## config.mk

```make
export PLATFORM = sky130hd
export DESIGN_NAME = adsr_div
export DESIGN_NICKNAME = d
export VERILOG_FILES = /design/src/design/adsr_div.sv
export SDC_FILE = /design/constraint.sdc
export NUM_CORES = 2
export LEC_CHECK = 0
export BUFFER_PORTS_ARGS = -buffer_cell sky130_fd_sc_hd__buf_2
export CORE_ASPECT_RATIO = 0.8
export CORE_MARGIN = 2
export CORE_UTILIZATION = 57
export DETAILED_ROUTE_END_ITERATION = 8
export PLACE_DENSITY = 0.76
export SETUP_SLACK_MARGIN = 0.5
export SYNTH_ARGS = -nofsm -noshare
export SYNTH_HDL_FRONTEND = slang
export SYNTH_SLANG_ARGS = --single-unit
```

## constraint.sdc

```tcl
create_clock -name clk_i -period 3.5 [get_ports clk_i]
set_clock_uncertainty 0.05 [all_clocks]
set_input_delay 0 -clock clk_i [delete_from_list [all_inputs] [get_ports clk_i]]
set_output_delay 0 -clock clk_i [all_outputs]
set_load 0.01 [all_outputs]
```

## src/design/adsr_div.sv

```systemverilog
// ----------------------------------------------------------------------------
// adsr_div: pipelined restoring divider
// One quotient bit per stage, MSB first; sideband travels with each item.
// Caller guarantees num < den * 2**Q_W.
// ----------------------------------------------------------------------------
module adsr_div #(
  parameter int NUM_W  = 40,
  parameter int DEN_W  = 24,
  parameter int Q_W    = 16,
  parameter int SIDE_W = 8
) (
  input  logic              clk_i,
  input  logic              rst_ni,
  input  logic              en_i,
  input  logic              valid_i,
  input  logic [NUM_W-1:0]  num_i,
  input  logic [DEN_W-1:0]  den_i,
  input  logic [SIDE_W-1:0] side_i,
  output logic              valid_o,
  output logic [Q_W-1:0]    quo_o,
  output logic [SIDE_W-1:0] side_o
);

  logic [NUM_W-1:0]  rem_q  [Q_W-1];
  logic [Q_W-1:0]    quo_q  [Q_W];
  logic [DEN_W-1:0]  den_q  [Q_W];
  logic [SIDE_W-1:0] side_q [Q_W];
  logic              vld_q  [Q_W];

  for (genvar j = 0; j < Q_W; j++) begin : g_stage
    localparam int Bit = Q_W - 1 - j;
    logic [NUM_W-1:0]  rem_in;
    logic [NUM_W-1:0]  dsh;
    logic [Q_W-1:0]    quo_in;
    logic [DEN_W-1:0]  den_in;
    logic [SIDE_W-1:0] side_in;
    logic              vld_in;
    logic              take;

    if (j == 0) begin : g_first
      assign rem_in  = num_i;
      assign quo_in  = '0;
      assign den_in  = den_i;
      assign side_in = side_i;
      assign vld_in  = valid_i;
    end else begin : g_next
      assign rem_in  = rem_q[j-1];
      assign quo_in  = quo_q[j-1];
      assign den_in  = den_q[j-1];
      assign side_in = side_q[j-1];
      assign vld_in  = vld_q[j-1];
    end

    assign dsh  = NUM_W'(den_in) << Bit;
    assign take = (rem_in >= dsh);

    always_ff @(posedge clk_i or negedge rst_ni) begin
      if (!rst_ni) begin
        vld_q[j] <= 1'b0;
      end else if (en_i) begin
        vld_q[j] <= vld_in;
      end
    end

    always_ff @(posedge clk_i) begin
      if (en_i) begin
        quo_q[j]  <= take ? (quo_in | (Q_W'(1) << Bit)) : quo_in;
        den_q[j]  <= den_in;
        side_q[j] <= side_in;
      end
    end

    // the last stage needs no remainder
    if (j < Q_W - 1) begin : g_rem
      always_ff @(posedge clk_i) begin
        if (en_i) begin
          rem_q[j] <= take ? (rem_in - dsh) : rem_in;
        end
      end
    end
  end

  assign valid_o = vld_q[Q_W-1];
  assign quo_o   = quo_q[Q_W-1];
  assign side_o  = side_q[Q_W-1];

endmodule

```

# Word level (Yosys, flattened, before mapping)
# Memory sizes are Yosys's and may differ from the RTL's.
# Index checks and enable logic that the tools add are counted.
# totals
register_bits	16
ramBits	1368
out_inout_bits	25
wordCells	84
mem_count	4
# mem_list
memory	depth	width	read_ports	rd_ports_with_merged_regs	wr	line	rtl
rem_q	15	40	15	0	15	24	logic [NUM_W-1:0] rem_q [Q_W-1];
den_q	16	24	15	0	16	26	logic [DEN_W-1:0] den_q [Q_W];
quo_q	16	16	16	0	16	25	logic [Q_W-1:0] quo_q [Q_W];
side_q	16	8	16	0	16	27	logic [SIDE_W-1:0] side_q [Q_W];
# op_classes
addsub	15
order_cmp	16
n_mux	33
# ops
cell	count
40-bit two-way mux	15
40-bit by 24-bit >= comparator with 1-bit output	1
40-bit by 25-bit >= comparator with 1-bit output	1
40-bit by 26-bit >= comparator with 1-bit output	1
40-bit by 27-bit >= comparator with 1-bit output	1
40-bit by 28-bit >= comparator with 1-bit output	1
40-bit by 29-bit >= comparator with 1-bit output	1
40-bit by 30-bit >= comparator with 1-bit output	1
40-bit by 31-bit >= comparator with 1-bit output	1
40-bit by 32-bit >= comparator with 1-bit output	1
40-bit by 33-bit >= comparator with 1-bit output	1
40-bit by 34-bit >= comparator with 1-bit output	1
40-bit by 35-bit >= comparator with 1-bit output	1
40-bit by 36-bit >= comparator with 1-bit output	1
40-bit by 37-bit >= comparator with 1-bit output	1
40-bit by 38-bit >= comparator with 1-bit output	1
40-bit by 39-bit >= comparator with 1-bit output	1
40-bit by 25-bit subtractor with 40-bit output	1
40-bit by 26-bit subtractor with 40-bit output	1
40-bit by 27-bit subtractor with 40-bit output	1
40-bit by 28-bit subtractor with 40-bit output	1
40-bit by 29-bit subtractor with 40-bit output	1
40-bit by 30-bit subtractor with 40-bit output	1
40-bit by 31-bit subtractor with 40-bit output	1
other kinds (24)	26

# Longest topological paths before layout
# An unclocked memory read counts as a cell.
# logic_depth
depth_word	3
ltp_mapped	15

# Worst setup path after synthesis
# Ideal clock, no wire load.
# synth_timing
kind	register -> register
start	mem rem_q[8][6] (netlist: rem_q[4][6])
end	mem rem_q[9][36] (netlist: rem_q[4][76]) (data pin)
setup_time_ns	0.258
t_arrival_ns	3.286
required_ns	3.192
setup_slack_ns	-0.093
stages_incl_launch_ff	15
n_path_buf	0
path_cell_list	edfxtp_1 inv_1 ha_1 inv_1 fa_1 a21oi_1 o21ai_0 a21oi_1 o21ai_1 a2111oi_0 o41ai_1 a21o_1 a2111oi_2 nand2_1 xnor2_1
# synth_rtl
element	line
start: declaration	24

==> impl_metrics.toml <==
[clocking]
cts_max_level = 4
clockRootBuffer = "clkbuf_16"
clkSinkCount = 1240
clk_pin_slew_ns = 0.06
cts_tree = "done"
cts_buffers = 130
insertion_delay_ns = 0.77
clock_path_buffers = 3

[yosys]
synthCells = 5230
synth_warnings = 0
synthFlopType = "edfxtp_1"
synth_simple_gate_area_share_pct = 9.711
synth_seq_cells = 1240
synth-adder-area-share_pct = 8.092
synth_top_family_by_area = "compound AO/OA/AOI/OAI gates"
synth_xor_area_share_pct = 5.831
synth_compound_area_share_pct = 12.12
syn_nets = 5705
synth.avg_cell_area_sq_um = 12.06
async_reset_ff_share_pct = 1.290
syn_area_sq_um = 63080
synthMuxAreaShare_pct = 1.900
synth.distinct_cells = 82
synth_edf_count = 1224
synth-seq-area-share_pct = 58.90

[setup_path]
worstPathArrival_ns = 4.14
path_cells = "ha_1 > buf_4 > a21o_1 > a21o_1 > a21oi_1 > o21ai_4 > a2111oi_4 > o41ai_2 > a21o_1 > a2111oi_4 > buf_6 > nand2_2 > xnor2_1"
max_stage_delay_ns = 0.44
cp_slowest_cell = "edfxtp_1"
crit_family = "compound AO/OA/AOI/OAI gates"
crit_top_cell = "a21o_1"
cp.required_ns = 3.97
cp-start-kind = "flip-flop"
cp_num_buf_inv = 2
end_kind = "flip-flop"
path_class = "reg -> reg"
worstPathMaxFanout = 4

[route]
detail-route-antenna-nets = 0
vias = 44958
drt_pass1_iterations = 8
via_per_inst = 5.983
drcViolationCount = 0
avgRoutedWirePerCell_um = 20.52
drt-total-wl_um = 154200
drtIter0Drc = 4058

[sta]
setup-violations-final = 12
rsz0062_at_grt = "true"
max_freq_mhz = 272.6
final.min_clock_period_ns = 3.669
tightest_slew_ns = 0.9017
relSlewSlack_pct = 39.12
hold_viol = 0
worst_slack_ns = -0.1690
drv_slew = 0
min_period_over_period_pct = 104.8

[die]
io_pins = 101
start_util_pct = 57.32
rows = 109
die_y_um = 301.6
core_sq_um = 110100
dieWidth_um = 375.9
dieArea_sq_um = 113400

[final_layout]
drive_gt1_share_pct = 24.35
multiInputGateArea_sq_um = 27650
nFillCells = 6684
regArea_sq_um = 37160
fin_cells = 7514
area_delta_synth_final_pct = 25.88
finalCoreUtilization_pct = 72.15
fin_nets = 6444

[run_status]
violations = "setup timing"
status = "finished with violations"

[grt]
grt_antenna_before_repair = 2
grt_max_degree = 116
track_usage_pct = 24.70
grt_pass1_wl_um = 223300
grt_overflow = 0
grt_pass1_vias = 43080

[job]
drv_cap = 0

[power]
power_density_nw_per_um2 = 782.3
leakage_nw = 31.61
vdd_drop_max_uv = 500.6

[place]
dp_cells = 6862
dpl.hpwl_um = 93510
place_congestion = 0.9427
portBuffers = 100

[min_path]
hold_path_class = "in -> reg"
-- tightest hold or removal path, delay by kind of cell --
family | cells | cell delay [ns]
buffers and inverters | 2 | 0.62
multiplexers | 1 | 0.14
-- Yosys cell counts (16+ instances only) --
master,instances,area [sq um]
a211oi_1,25,187.7
a21o_1,192,1441
a21oi_1,456,2282
a31oi_1,32,200.2
and2_1,18,112.6
and3_1,28,175.2
clkbuf_1,77,289.0
dfrtp_1,16,400.4
edfxtp_1,1224,36760
ha_1,384,4805
inv_1,476,1787
mux2_2,102,1149
nand2_1,311,1167
nand2b_1,58,362.9
nand3_1,81,405.4
nand4_1,61,381.6
nor2_1,364,1366
nor2b_1,49,306.5
nor3_1,80,400.4
nor4_1,54,337.8
o211ai_1,16,120.1
o21a_1,51,382.9
o21ai_0,262,1311
o21bai_1,38,285.3
o31ai_1,21,157.7
or2_2,23,143.9
or3_1,34,212.7
or4_1,22,165.2
xnor2_1,242,2120
xor2_1,178,1559
-- sequential cells by signal, summed over array words and instances (netlist names) --
| name | flops |
|---|---|
| side_q | 128 |
| valid_o | 1 |
| den_q | 360 |
| rem_q | 600 |
| g_stage.vld_in | 15 |
| quo_q | 136 |
-- cell usage in the layout, fill, tap and decap left out, types with 175 or more instances in the layout --
cell type / count
nor2_1: 306
nand2_1: 268
ha_1: 316
xor2_1: 177
inv_1: 449
a21oi_1: 373
edfxtp_1: 1224
xnor2_1: 227
a21o_1: 191
buf_4: 343
o21ai_0: 175
-- per-layer routing --
metal / global-route usage, % / up-vias / wire (um)
li1: - / 20799 / -
met1: 30.50 / 21566 / 59910
met2: 42.34 / 2023 / 75290
met3: 4.043 / 570 / 9982
met4: 12.22 / 0 / 8973
met5: 0 / - / 0
-- through the flow --
| step | hold slack (ns) | instance area [sq um] | power (mW) | setup slack (ns) | setup TNS, ns |
|---|---|---|---|---|---|
| 4_1_cts | 0.003085 | 75980 | 59.06 | 0.05218 | 0 |
| 3_3_place_gp | -0.1222 | 67210 | 42.55 | -0.1790 | -0.1790 |
| 2_1_floorplan | -0.3456 | 63610 | 37.41 | 0.2687 | 0 |
| 5_1_grt | 0.04209 | 79410 | 65.27 | -0.2933 | -3.228 |
| 6_report | 0.05954 | 79410 | 62.12 | -0.1690 | -0.9214 |
| 3_5_place_dp | -0.1146 | 67210 | 43.12 | -0.1863 | -0.1865 |
-- report_power, final --
group / internal [mW] / switching, mW / leakage [nW]
clock: 7.88 / 5.79 / 2.04
combinational: 12.1 / 13.4 / 17.5
sequential: 20.7 / 2.28 / 12.0
total: 40.7 / 21.5 / 31.6
-- path summary, 6_finish.rpt --
path | to | startpoint | cells after the start | slack [ns]
hold / removal | rem_q[0][34] | num_i[34] | 3 | 0.06
hold reg to reg | quo_q[11][5] | quo_q[10][5] | 0 | 0.35
min in group asynchronous | g_stage[3].vld_in | rst_ni | 3 | 0.33
setup reg to reg | rem_q[4][74] | rem_q[4][13] | 13 | -0.17
max in group asynchronous | g_stage[7].vld_in | rst_ni | 3 | 2.61
setup / recovery | rem_q[4][74] | rem_q[4][13] | 13 | -0.17
-- final cells by class --
type	count	area share (%)
clock inverters	69	0.9280
inverters	477	2.274
repair buffers	705	8.579
well taps	1443	2.274
diodes	2	0.006302
multi-input cells	3414	34.82
flip-flops and latches	1240	46.79
clock buffers	163	4.319
repair inverters	1	0.01418
-- cell families after synthesis --
group                    after synthesis
flip-flops                          1240
adder cells (fa/ha/maj)              399
multiplexers                         107
buffers and inverters                576
AO/OA/AOI/OAI                       1237
AND/OR/NAND/NOR                     1251
XOR/XNOR                             420
-- timing repair --
item,CTS,global route
pin swaps,160,225
cloned,15,20
hold endpoints to repair,403,0
resized for setup,375,502
setup endpoints to repair,449,489
buffers inserted,142,116
hold buffers,125,0
Note: power is estimated with default switching activity, not from simulation.
